File: src/rtl/base64_stream_decoder_core_defines.svh
// Assertion helpers shared by the decoder RTL.
// Both expect signals named clk and rst_n in the enclosing module.
`ifndef BASE64_STREAM_DECODER_CORE_DEFINES_SVH
`define BASE64_STREAM_DECODER_CORE_DEFINES_SVH

// Consequent must hold in the same cycle as the antecedent.
`define B64D_ASSERT_NOW(label, ante, cons, msg) \
  label: assert property (@(posedge clk) disable iff (!rst_n) (ante) |-> (cons)) \
    else $error(msg);

// Consequent must hold in the cycle after the antecedent.
`define B64D_ASSERT_NEXT(label, ante, cons, msg) \
  label: assert property (@(posedge clk) disable iff (!rst_n) (ante) |=> (cons)) \
    else $error(msg);

`endif

File: src/rtl/b64d_pkg.sv
`timescale 1ns / 1ps
`default_nettype none

package b64d_pkg;

  localparam int QUEUE_DEPTH_DEFAULT = 4;

  localparam logic [7:0] CHR_SPACE = 8'h20;
  localparam logic [7:0] CHR_TAB   = 8'h09;
  localparam logic [7:0] CHR_CR    = 8'h0D;
  localparam logic [7:0] CHR_LF    = 8'h0A;
  localparam logic [7:0] CHR_PAD   = 8'h3D;
  localparam logic [7:0] CHR_PLUS  = 8'h2B;
  localparam logic [7:0] CHR_SLASH = 8'h2F;
  localparam logic [7:0] CHR_MINUS = 8'h2D;
  localparam logic [7:0] CHR_UNDER = 8'h5F;

  typedef enum logic [1:0] {
    STAT_OK       = 2'd0,
    STAT_BAD_CHAR = 2'd1,
    STAT_BAD_LEN  = 2'd2,
    STAT_EMPTY    = 2'd3
  } status_t;

  // One unit of output work: up to six bytes packed first byte lowest,
  // optionally followed by a byte-less closing result carrying the status.
  typedef struct packed {
    logic [47:0] bytes;
    logic [2:0]  nbytes;
    logic        tail;
    logic        fin;
    status_t     status;
  } job_t;

  // Returns {in_alphabet, sextet}. The pad character maps to zero.
  function automatic logic [6:0] sextet_lookup(input logic [7:0] c, input logic url);
    logic [7:0] d;
    logic [6:0] r;
    d = 8'd0;
    r = 7'd0;
    if (c >= 8'h41 && c <= 8'h5A) begin
      d = c - 8'h41;
      r = {1'b1, d[5:0]};
    end else if (c >= 8'h61 && c <= 8'h7A) begin
      d = c - 8'h61 + 8'd26;
      r = {1'b1, d[5:0]};
    end else if (c >= 8'h30 && c <= 8'h39) begin
      d = c - 8'h30 + 8'd52;
      r = {1'b1, d[5:0]};
    end else if (c == CHR_PAD) begin
      r = {1'b1, 6'd0};
    end else if (url && c == CHR_MINUS) begin
      r = {1'b1, 6'd62};
    end else if (url && c == CHR_UNDER) begin
      r = {1'b1, 6'd63};
    end else if (!url && c == CHR_PLUS) begin
      r = {1'b1, 6'd62};
    end else if (!url && c == CHR_SLASH) begin
      r = {1'b1, 6'd63};
    end
    return r;
  endfunction

  // Reorders a 24-bit group so its first byte lands in the lowest bits.
  function automatic logic [23:0] group_bytes(input logic [23:0] g);
    return {g[7:0], g[15:8], g[23:16]};
  endfunction

endpackage

`default_nettype wire

File: src/rtl/b64d_front.sv
`timescale 1ns / 1ps
`default_nettype none

module b64d_front (
  input  wire logic            clk,
  input  wire logic            rst_n,
  input  wire logic            url,
  input  wire logic            accept,
  input  wire logic [7:0]      text_char,
  input  wire logic            end_of_text,
  output logic                 push,
  output b64d_pkg::job_t       job
);

  logic [17:0] partial_r, partial_nxt;
  logic [1:0]  fill_r, fill_nxt;
  logic [23:0] held_r, held_nxt;
  logic        held_v_r, held_v_nxt;
  logic [1:0]  held_pad_r, held_pad_nxt;
  logic [1:0]  pad_r, pad_nxt;
  logic        err_r, err_nxt;
  logic        seen_r, seen_nxt;

  logic        ws;
  logic [6:0]  lk;
  logic [5:0]  s;
  logic        emit0;
  logic [1:0]  pad_mid;
  logic [23:0] g1;
  logic [1:0]  n1;
  logic [23:0] padded;
  logic [2:0]  marks;
  logic        tail;
  b64d_pkg::status_t st;

  always_comb begin
    partial_nxt  = partial_r;
    fill_nxt     = fill_r;
    held_nxt     = held_r;
    held_v_nxt   = held_v_r;
    held_pad_nxt = held_pad_r;
    pad_nxt      = pad_r;
    err_nxt      = err_r;
    seen_nxt     = seen_r;
    emit0        = 1'b0;
    pad_mid      = pad_r;
    g1           = 24'd0;
    n1           = 2'd0;
    padded       = 24'd0;
    marks        = 3'd0;
    tail         = 1'b0;
    st           = b64d_pkg::STAT_OK;

    ws = (text_char == b64d_pkg::CHR_SPACE) || (text_char == b64d_pkg::CHR_TAB) ||
         (text_char == b64d_pkg::CHR_CR) || (text_char == b64d_pkg::CHR_LF);
    lk = b64d_pkg::sextet_lookup(text_char, url);
    s  = lk[6] ? lk[5:0] : 6'd0;

    if (!ws) begin
      seen_nxt = 1'b1;
      if (!lk[6]) begin
        err_nxt    = 1'b1;
        held_v_nxt = 1'b0;
      end
      // A held group is released in full once another character arrives.
      if (!err_nxt && held_v_nxt) begin
        emit0      = 1'b1;
        held_v_nxt = 1'b0;
      end
      if (text_char == b64d_pkg::CHR_PAD && fill_r >= 2'd2) begin
        pad_mid = pad_r + 2'd1;
      end
      if (fill_r == 2'd3) begin
        held_nxt     = {partial_r, s};
        held_pad_nxt = pad_mid;
        held_v_nxt   = !err_nxt;
        partial_nxt  = 18'd0;
        fill_nxt     = 2'd0;
        pad_nxt      = 2'd0;
      end else begin
        partial_nxt = {partial_r[11:0], s};
        fill_nxt    = fill_r + 2'd1;
        pad_nxt     = pad_mid;
      end
    end

    if (end_of_text) begin
      if (!seen_nxt) begin
        st = b64d_pkg::STAT_EMPTY;
      end else if (!url && fill_nxt != 2'd0) begin
        st = b64d_pkg::STAT_BAD_LEN;
      end else if (err_nxt) begin
        st = b64d_pkg::STAT_BAD_CHAR;
      end

      if (st != b64d_pkg::STAT_OK) begin
        tail = 1'b1;
      end else begin
        if (held_v_nxt) begin
          g1 = held_nxt;
          n1 = 2'd3 - held_pad_nxt;
        end else if (fill_nxt != 2'd0) begin
          // Short final group: missing places count as pad marks.
          case (fill_nxt)
            2'd1: begin
              padded = {partial_nxt[5:0], 18'd0};
              marks  = {1'b0, pad_nxt} + 3'd2;
            end
            2'd2: begin
              padded = {partial_nxt[11:0], 12'd0};
              marks  = {1'b0, pad_nxt} + 3'd2;
            end
            default: begin
              padded = {partial_nxt, 6'd0};
              marks  = {1'b0, pad_nxt} + 3'd1;
            end
          endcase
          if (marks > 3'd2) begin
            marks = 3'd2;
          end
          g1 = padded;
          n1 = 2'd3 - marks[1:0];
        end
        tail = !emit0 && (n1 == 2'd0);
      end

      partial_nxt  = 18'd0;
      fill_nxt     = 2'd0;
      held_nxt     = 24'd0;
      held_v_nxt   = 1'b0;
      held_pad_nxt = 2'd0;
      pad_nxt      = 2'd0;
      err_nxt      = 1'b0;
      seen_nxt     = 1'b0;
    end
  end

  always_comb begin
    job.fin    = end_of_text;
    job.status = st;
    job.tail   = tail;
    if (emit0) begin
      job.bytes  = {b64d_pkg::group_bytes(g1), b64d_pkg::group_bytes(held_r)};
      job.nbytes = 3'd3 + {1'b0, n1};
    end else begin
      job.bytes  = {24'd0, b64d_pkg::group_bytes(g1)};
      job.nbytes = {1'b0, n1};
    end
  end

  assign push = accept && ((job.nbytes != 3'd0) || job.tail);

  always_ff @(posedge clk) begin
    if (!rst_n) begin
      partial_r  <= '0;
      fill_r     <= '0;
      held_r     <= '0;
      held_v_r   <= 1'b0;
      held_pad_r <= '0;
      pad_r      <= '0;
      err_r      <= 1'b0;
      seen_r     <= 1'b0;
    end else if (accept) begin
      partial_r  <= partial_nxt;
      fill_r     <= fill_nxt;
      held_r     <= held_nxt;
      held_v_r   <= held_v_nxt;
      held_pad_r <= held_pad_nxt;
      pad_r      <= pad_nxt;
      err_r      <= err_nxt;
      seen_r     <= seen_nxt;
    end
  end

endmodule

`default_nettype wire

File: src/rtl/b64d_queue.sv
`timescale 1ns / 1ps
`default_nettype none

module b64d_queue #(
  parameter int DEPTH = b64d_pkg::QUEUE_DEPTH_DEFAULT
) (
  input  wire logic            clk,
  input  wire logic            rst_n,
  input  wire logic            push,
  input  wire b64d_pkg::job_t  push_job,
  output logic                 full,
  input  wire logic            pop,
  output logic                 head_valid,
  output b64d_pkg::job_t       head_job
);

  localparam int PTR_W = (DEPTH > 1) ? $clog2(DEPTH) : 1;
  localparam int CNT_W = $clog2(DEPTH + 1);

  b64d_pkg::job_t slots_r [DEPTH];
  logic [PTR_W-1:0] wr_ptr_r, wr_ptr_nxt;
  logic [PTR_W-1:0] rd_ptr_r, rd_ptr_nxt;
  logic [CNT_W-1:0] count_r, count_nxt;

  assign full       = (count_r == CNT_W'(DEPTH));
  assign head_valid = (count_r != '0);
  assign head_job   = slots_r[rd_ptr_r];

  always_comb begin
    wr_ptr_nxt = wr_ptr_r;
    rd_ptr_nxt = rd_ptr_r;
    count_nxt  = count_r;
    if (push) begin
      wr_ptr_nxt = (wr_ptr_r == PTR_W'(DEPTH - 1)) ? '0 : wr_ptr_r + PTR_W'(1);
    end
    if (pop) begin
      rd_ptr_nxt = (rd_ptr_r == PTR_W'(DEPTH - 1)) ? '0 : rd_ptr_r + PTR_W'(1);
    end
    if (push && !pop) begin
      count_nxt = count_r + CNT_W'(1);
    end else if (pop && !push) begin
      count_nxt = count_r - CNT_W'(1);
    end
  end

  always_ff @(posedge clk) begin
    if (push) begin
      slots_r[wr_ptr_r] <= push_job;
    end
  end

  always_ff @(posedge clk) begin
    if (!rst_n) begin
      wr_ptr_r <= '0;
      rd_ptr_r <= '0;
      count_r  <= '0;
    end else begin
      wr_ptr_r <= wr_ptr_nxt;
      rd_ptr_r <= rd_ptr_nxt;
      count_r  <= count_nxt;
    end
  end

endmodule

`default_nettype wire

File: src/rtl/b64d_back.sv
`timescale 1ns / 1ps
`default_nettype none

module b64d_back (
  input  wire logic            clk,
  input  wire logic            rst_n,
  input  wire logic            head_valid,
  input  wire b64d_pkg::job_t  head_job,
  output logic                 pop,
  output logic                 out_valid,
  input  wire logic            out_ready,
  output logic [7:0]           out_byte,
  output logic                 out_byte_valid,
  output logic                 out_last,
  output logic [1:0]           out_status
);

  logic [2:0] idx_r, idx_nxt;
  logic       valid_r;
  logic [7:0] byte_r;
  logic       bvalid_r;
  logic       last_r;
  logic [1:0] status_r;

  logic       load;
  logic       advance;
  logic [3:0] nres;
  logic       last_res;
  logic       is_byte;
  logic [7:0] cur_byte;
  logic       cur_last;

  assign load     = !valid_r || out_ready;
  assign advance  = load && head_valid;
  assign nres     = {1'b0, head_job.nbytes} + {3'd0, head_job.tail};
  assign last_res = ({1'b0, idx_r} == nres - 4'd1);
  assign is_byte  = (idx_r < head_job.nbytes);
  assign cur_byte = head_job.bytes[idx_r*8 +: 8];
  assign cur_last = is_byte ? (head_job.fin && !head_job.tail && last_res) : 1'b1;
  assign pop      = advance && last_res;

  always_comb begin
    idx_nxt = idx_r;
    if (pop) begin
      idx_nxt = 3'd0;
    end else if (advance) begin
      idx_nxt = idx_r + 3'd1;
    end
  end

  always_ff @(posedge clk) begin
    if (!rst_n) begin
      idx_r   <= '0;
      valid_r <= 1'b0;
    end else begin
      idx_r <= idx_nxt;
      if (load) begin
        valid_r <= head_valid;
      end
    end
  end

  always_ff @(posedge clk) begin
    if (advance) begin
      byte_r   <= is_byte ? cur_byte : 8'd0;
      bvalid_r <= is_byte;
      last_r   <= cur_last;
      status_r <= is_byte ? b64d_pkg::STAT_OK : head_job.status;
    end
  end

  assign out_valid      = valid_r;
  assign out_byte       = byte_r;
  assign out_byte_valid = bvalid_r;
  assign out_last       = last_r;
  assign out_status     = status_r;

endmodule

`default_nettype wire

File: src/rtl/base64_stream_decoder_core.sv
// Streaming Base64 decoder, standard or URL-safe alphabet.
// Input stream: one text character per transaction on in_tdata, with in_tlast
// on the final character of the text. Spaces, tabs, CR and LF are dropped.
// Output stream: one decoded byte per transaction on out_tdata; out_tuser[0]
// flags a real byte and out_tuser[2:1] carries the status, which is nonzero
// only on the closing transaction of a text (marked by out_tlast).
// cfg_wr_en/cfg_wr_data select the URL alphabet; write it only while idle.
// A result passes through the job queue and then the output register after
// the character that produces it is accepted. A character is accepted every
// cycle while the job queue has room; output runs at one result per cycle
// while the receiver is ready, and a completed four-character group yields
// up to three results. The classifier writes a job per producing character
// into a QUEUE_DEPTH entry job queue, and in_tready drops only while that
// queue is full: when the receiver stalls, or when closing characters with
// up to six results each arrive faster than one result per cycle drains them.
// Reset clears the decode state, the queue and the output register, and
// selects the standard alphabet. No clearing pass is needed after reset.
`timescale 1ns / 1ps
`default_nettype none
`include "base64_stream_decoder_core_defines.svh"

module base64_stream_decoder_core #(
  parameter int QUEUE_DEPTH = b64d_pkg::QUEUE_DEPTH_DEFAULT
) (
  input  wire logic       clk,
  input  wire logic       rst_n,
  input  wire logic       cfg_wr_en,
  input  wire logic       cfg_wr_data,   // url_alphabet
  input  wire logic       in_tvalid,
  output logic            in_tready,
  input  wire logic [7:0] in_tdata,      // [7:0] text_char
  input  wire logic       in_tlast,      // end_of_text
  output logic            out_tvalid,
  input  wire logic       out_tready,
  output logic [7:0]      out_tdata,     // [7:0] data_byte
  output logic [2:0]      out_tuser,     // [0] byte_valid, [2:1] status
  output logic            out_tlast      // final_result
);

  logic           url_r;
  logic           accept;
  logic           push;
  logic           full;
  logic           pop;
  logic           head_valid;
  b64d_pkg::job_t push_job;
  b64d_pkg::job_t head_job;
  logic           byte_valid;
  logic [1:0]     status;

  // The alphabet select is a plain register; the user must write it only while idle, which the block does not enforce.
  always_ff @(posedge clk) begin
    if (!rst_n) begin
      url_r <= 1'b0;
    end else if (cfg_wr_en) begin
      url_r <= cfg_wr_data;
    end
  end

  assign in_tready = !full;
  assign accept    = in_tvalid && in_tready;

  // Front end: classifies each character, tracks the open and held groups,
  // and turns every character that causes output into one queued job.
  b64d_front u_front (
    .clk         (clk),
    .rst_n       (rst_n),
    .url         (url_r),
    .accept      (accept),
    .text_char   (in_tdata),
    .end_of_text (in_tlast),
    .push        (push),
    .job         (push_job)
  );

  b64d_queue #(
    .DEPTH (QUEUE_DEPTH)
  ) u_queue (
    .clk        (clk),
    .rst_n      (rst_n),
    .push       (push),
    .push_job   (push_job),
    .full       (full),
    .pop        (pop),
    .head_valid (head_valid),
    .head_job   (head_job)
  );

  // Back end: walks the bytes of the head job into the output register.
  b64d_back u_back (
    .clk            (clk),
    .rst_n          (rst_n),
    .head_valid     (head_valid),
    .head_job       (head_job),
    .pop            (pop),
    .out_valid      (out_tvalid),
    .out_ready      (out_tready),
    .out_byte       (out_tdata),
    .out_byte_valid (byte_valid),
    .out_last       (out_tlast),
    .out_status     (status)
  );

  assign out_tuser = {status, byte_valid};

  // A nonzero status only ever closes a text and never rides on a data byte.
  `B64D_ASSERT_NOW(a_status_on_close, out_tvalid && (out_tuser[2:1] != b64d_pkg::STAT_OK),
    out_tlast && !out_tuser[0], "status reported on a non-closing transaction")

  // A transaction without a byte is always the closing one of its text.
  `B64D_ASSERT_NOW(a_empty_is_last, out_tvalid && !out_tuser[0],
    out_tlast && (out_tdata == 8'd0), "byte-less transaction not closing a text")

  // The queue stops taking characters only when it is actually holding jobs.
  `B64D_ASSERT_NOW(a_stall_needs_jobs, !in_tready, head_valid && out_tvalid,
    "input stalled while the job queue is empty")

endmodule

`default_nettype wire

File: config.mk
export PLATFORM = sky130hd
export DESIGN_NAME = base64_stream_decoder_core
export DESIGN_NICKNAME = d
export VERILOG_FILES = /design/src/rtl/b64d_pkg.sv /design/src/rtl/b64d_front.sv /design/src/rtl/b64d_queue.sv /design/src/rtl/b64d_back.sv /design/src/rtl/base64_stream_decoder_core.sv
export VERILOG_INCLUDE_DIRS = /design/src /design/src/rtl
export SDC_FILE = /design/constraint.sdc
export NUM_CORES = 1
export LEC_CHECK = 0
export BUFFER_PORTS_ARGS = -buffer_cell sky130_fd_sc_hd__buf_2
export CAP_MARGIN = 20
export CORE_UTILIZATION = 57
export CTS_CLUSTER_SIZE = 12
export DETAILED_ROUTE_END_ITERATION = 8
export HOLD_SLACK_MARGIN = 0.05
export PLACE_DENSITY = 0.83
export SETUP_SLACK_MARGIN = 0.2
export SKIP_CTS_REPAIR_TIMING = 1
export SLEW_MARGIN = 10
export SYNTH_ARGS = -nofsm -noshare
export SYNTH_HDL_FRONTEND = slang
export SYNTH_SLANG_ARGS = --single-unit
export TNS_END_PERCENT = 100
File: constraint.sdc
create_clock -name clk -period 5.4 [get_ports clk]
set_clock_uncertainty 0.05 [all_clocks]
set_input_delay 0.54 -clock clk [delete_from_list [all_inputs] [get_ports clk]]
set_output_delay 0.54 -clock clk [all_outputs]
set_load 0.005 [all_outputs]
==> impl_metrics.ini, run 1 <==
[sta]
fmax_mhz = 210
final_hold_viol_count = 0
post-route-worst-setup-slack_ns = 0.632
setup_viol = 0
tightest_slew_ns = 1.12
period_share_pct = 88.3
tns_ns = 0
maxSlewViolCount = 0
maxSlewHeadroom_pct = 25.2
fin_crit_ns = 4.77
rsz0062_at_grt = no

[global_route]
grt-ovfl-total = 0
grt_pass1_wl_um = 53300
grt_antenna_before_repair = 0
first_global_vias = 9293
track_usage_pct = 28.6
grt_max_degree = 56

[place]
dp_cells = 1395
placed_area_sq_um = 14400
dp_hpwl_um = 22400
port_buffers = 28
gp_congestion = 0.957
pre_cts_slack_ns = 0.195

[setup_path]
crit_path_end_kind = register
path_cells = buf_2, ha_1, a211oi_4, o41ai_1, or3_1, nand2_1, ha_1, nor2_1, nand4_1, nor4b_4, o21ai_1, ha_1, nand2_1, nor3_1, o21a_1, nor2_1, ha_1, inv_1, fa_1, xor2_1, or3_1, a21oi_1
worst_ep_arrival_time_ns = 5.18
cp_max_fo = 11
worst_path_most_repeated_cell = ha_1
crit_required_ns = 5.82
critPathSlowestCell = o41ai_1
worst-setup-path-type = input pin to register
slowest_delay_ns = 0.58
crit_path_start_kind = input pin

[floorplanning]
ios = 29
core_sq_um = 23700
die_w_um = 158
rows = 56
start_util_pct = 58.7
die-area_sq_um = 25000
die_height_um = 158

[logic_synthesis]
synth-edff-count = 232
ys_async_sr_fraction_pct = 0
synth-warning-count = 0
syn_avg_cell_area_sq_um = 12.8
yosys_register_bits = 297
ys_types = 75
syn_area_sq_um = 13900
synth_nets = 1130
yosysSeqAreaShare_pct = 59.5
syn_inst = 1090
ys.flop_type = edfxtp_1

[cts]
clock_path_buffers = 3
cts-root-buf = clkbuf_16
h-tree-depth = 1
path_clk_slew_ns = 0.05
cts_buffers = 30
clock-sinks = 297
cts_tree = yes
clk_latency_ns = 0.56

[min_path]
min_path_type = input pin to register

[cells_and_area]
diodes = 0
drive_gt1_share_pct = 16.0
fin_area_sq_um = 15300
multi_input_area_sq_um = 5300
final_cells = 1451
n_fill_cell = 1741
register_area_sq_um = 8270
syn2layout_area_growth_pct = 10.4
finalNetCount = 1148

[power]
cellPowerDensity_nw_per_um2 = 370
p_leak_nw = 5.02
peakVddDrop_mv = 0.353

[drt]
top_layer = met4
routed-via-count = 9559
m1WireLength_um = 13300
antenna_left = 0
wire_per_inst_um = 23.6
drt-initial-drc-count = 1116
firstDrtPassIters = 6
drc = 0
wl_met3_um = 3500
viasPerCell = 6.59
met2_length_um = 16200
wirelength_um = 34200

[run_status]
status = completed

[job]
cap_violations = 0
[worst paths after layout]
| check | slack (ns) | from | depth (start not counted) | end |
|---|---|---|---|---|
| min reg2reg | 0.44 | u_back.out_valid | 2 | u_back.out_valid |
| min | 0.17 | cfg_wr_data | 3 | url_r |
| max reg2reg | 0.65 | u_front.fill_r[1] | 21 | u_queue.count_r[2] |
| max | 0.63 | in_tdata[2] | 22 | u_queue.count_r[2] |
[area by class of cell]
| type | instances | area share (%) |
|---|---|---|
| clock buffer | 53 | 5.74 |
| sequential | 297 | 53.9 |
| inverter | 26 | 0.636 |
| multi-input combinational | 698 | 34.5 |
| timing repair buffer | 55 | 2.23 |
| clock inverter | 3 | 0.375 |
| tap | 319 | 2.60 |
[state kept, by name, indices dropped and copies added, names as in the netlist, 3 cells and up, named ones only]
signal             count
u_back.idx_r           3
u_back.out_byte        8
u_front.held_r        24
u_front.partial_r     18
u_queue.count_r        3
u_queue.slots_r      220
[metrics by stage]
step / hold slack [ns] / power, mW / util [%]
after detailed placement: 0.431 / 3.73 / 60.8
after global routing: 0.191 / 5.90 / 64.8
after global placement: 0.419 / 3.68 / 60.8
after floorplan: 0.402 / 3.40 / -
final: 0.173 / 5.67 / 64.8
after CTS: 0.162 / 5.70 / 64.8
[layer usage]
metal / vias to the layer above / global-route usage, %
met4: 0 / 10.4
li1: 4193 / -
met5: - / 0
met2: 599 / 46.4
met1: 4673 / 38.6
met3: 94 / 5.37
[logic make-up after synthesis]
group,Yosys count,share of synthesized area [%]
muxes,85,11.8
xor gates and xnor gates,20,1.26
and+or+nand+nor,331,10.7
AOI/OAI and AO/OA,237,11.8
buffers and inverters,95,2.66
adders and majority gates,25,2.30
DFF,297,59.5
[synth_stat cells, drive strengths merged (7+ instances only)]
library cell  count  area (sq um)
mux4             63          1420
and2              9          56.3
o21a              8          60.1
edfxtp          232          6970
nor2            128           483
a21oi            56           280
clkbuf           50           188
inv              24          90.1
nor3             16          85.1
buf              19          85.1
a22oi            57           428
dfxtp            65          1300
ha               24           300
nand3            17          85.1
o31ai             9          67.6
o21ai            41           209
nand2           115           432
xnor2             9          78.8
xor2             11          96.3
mux2i            20           200
or3               7          48.8
and3             10          62.6
[critical path, delay by kind of cell]
family | cells | cell delay, ns
adders and majority gates | 5 | 1.63
AOI/OAI and AO/OA | 5 | 1.31
and+or+nand+nor | 9 | 1.26
buffers and inverters | 2 | 0.26
xor gates and xnor gates | 1 | 0.17
[cell usage in the layout (no fill, tap or decap), drive strengths merged, types with 4 or more instances in the layout]
| cell type | instances |
|---|---|
| nor2b | 5 |
| a311oi | 5 |
| a31oi | 5 |
| clkbuf | 53 |
| a21oi | 56 |
| nand2b | 6 |
| edfxtp | 232 |
| nor2 | 128 |
| clkinv | 4 |
| and2 | 9 |
| and3 | 10 |
| xnor2 | 9 |
| mux2i | 20 |
| nand4 | 5 |
| o21ai | 41 |
| ha | 24 |
| xor2 | 11 |
| or3 | 7 |
| buf | 55 |
| dfxtp | 65 |
| o41ai | 4 |
| a2bb2oi | 4 |
| a22oi | 57 |
| mux4 | 63 |
| o31ai | 9 |
| o21a | 8 |
| nor3 | 16 |
| nand3 | 17 |
| a21o | 4 |
| nand2 | 115 |
| inv | 24 |
| o211ai | 4 |
[power by group]
part	internal [mW]	switching [mW]
Combinational	0.413	0.556
Clock	1.15	0.841
Sequential	2.62	0.0945
(Power assumes the default switching activity.)
==> run 2, diff against run 1 <==
CORE_MARGIN = 1.5   (was default)
CORE_UTILIZATION = 65   (was 57)
PLACE_DENSITY = 0.89   (was 0.83)
clock period = 5.9 ns   (was 5.4 ns; I/O delays follow)
==> impl_metrics.ini, run 2 (synthesis gave the netlist of run 1 again) <==
[global_route]
first_global_vias = 9719
grt_pass1_wl_um = 57300
grt-ovfl-total = 0
grt_antenna_before_repair = 0
grt_max_degree = 57
track_usage_pct = 34.2

[power]
cellPowerDensity_nw_per_um2 = 336
total_power_mw = 5.12
peakVddDrop_mv = 0.224
p_leak_nw = 4.97

[min_path]
min_path_type = input pin to register

[floorplanning]
start_util_pct = 66.1
core_sq_um = 21000
die_w_um = 149
die-area_sq_um = 22300
rows = 53
ios = 29
die_height_um = 149

[cts]
cts_tree = yes
clk_latency_ns = 0.55
cts-root-buf = clkbuf_16
clock_path_buffers = 3
path_clk_slew_ns = 0.06
cts_buffers = 29
h-tree-depth = 1
clock-sinks = 297

[cells_and_area]
reg_top3 = u_queue.slots_r (220), u_front.held_r (24), u_front.partial_r (18)
largest_reg_flops = 220
diodes = 0
drive_gt1_share_pct = 15.3
final_cells = 1399
layout_commonest_cell = edfxtp_1
regMostFlops = u_queue.slots_r
syn2layout_area_growth_pct = 9.51
finalNetCount = 1142
mostFrequentLayoutCells = edfxtp_1 (232), nor2_1 (127), nand2_1 (115)

[place]
gp_congestion = 0.971
port_buffers = 28
dp_cells = 1345
dp_hpwl_um = 22900

[setup_path]
cp_max_fo = 11
crit_path_end_kind = register
crit_path_start_kind = input pin
worst_ep_arrival_time_ns = 5.58
worst-setup-path-type = input pin to register
slowest_delay_ns = 0.69
worst_path_most_repeated_cell = ha_1
path_cells = buf_2, inv_1, ha_1, a21boi_0, o41ai_1, or3_1, nand2_1, ha_1, nor2_1, nand4_1, nor4b_4, o21ai_0, ha_1, nand2_1, nor3_1, o21a_1, nor2_1, ha_1, inv_1, fa_1, xor2_1, or3_1, a21oi_1
crit_required_ns = 6.33
critPathSlowestCell = a21boi_0

[drt]
routed-via-count = 9889
wire_per_inst_um = 26.5
drc = 0
drt-initial-drc-count = 1512
firstDrtPassIters = 6
viasPerCell = 7.07
antenna_left = 0
wirelength_um = 37100

[sta]
whs_ns = 0.234
setup_viol = 0
rsz0062_at_grt = no
period_share_pct = 87.4
fmax_mhz = 194
tightest_slew_ns = 1.11
final_hold_viol_count = 0
fin_crit_ns = 5.16
tns_ns = 0
maxSlewViolCount = 0
maxSlewHeadroom_pct = 25.8

[job]
cap_violations = 0

[run_status]
status = completed
run 2: cell type report:
type,count,area (sq um)
sequential,297,8270
fill,1237,5800
multi-input combinational,698,5280
timing repair buffer,50,363
inverter,26,97.6
tap,275,344
clock buffer,51,832
clock inverter,2,27.5
run 2: critical path: cells and delay by family:
family,cells,cell delay (ns)
adders and majority gates,5,1.41
buffers and inverters,3,0.37
xor gates and xnor gates,1,0.18
AOI/OAI and AO/OA,5,1.61
and+or+nand+nor,9,1.44
run 2: path summary, 6_finish.rpt:
check / endpoint / from / slack [ns] / cells after the start
worst min-delay path: url_r / cfg_wr_data / 0.23 / 3
worst max register to register: u_queue.count_r[2] / u_front.fill_r[1] / 0.97 / 21
worst max-delay path: u_queue.count_r[2] / in_tdata[2] / 0.74 / 23
worst min register to register: u_front.seen_r / u_front.seen_r / 0.46 / 2
run 2: report_power, final:
| group | total (mW) | switching, mW | internal (mW) |
|---|---|---|---|
| clock | 1.71 | 0.756 | 0.952 |
| combinational | 0.927 | 0.537 | 0.390 |
| sequential | 2.48 | 0.0828 | 2.40 |
run 2: stage by stage:
stage                     cell area, sq um  worst slack [ns]  utilization, %
after floorplan                      13900             0.458               -
after global placement               14300             0.577            68.2
after detailed placement             14300             0.373            68.2
after CTS                            15200             0.805            72.3
after global routing                 15200             0.439            72.4
final                                15200             0.743            72.4
run 2: routing by layer:
metal | GRT usage [%] | part of all wire [%]
met1 | 46.5 | 37
met2 | 55.5 | 48
met3 | 5.99 | 11
met4 | 13.2 | 4.5
met5 | 0 | 0
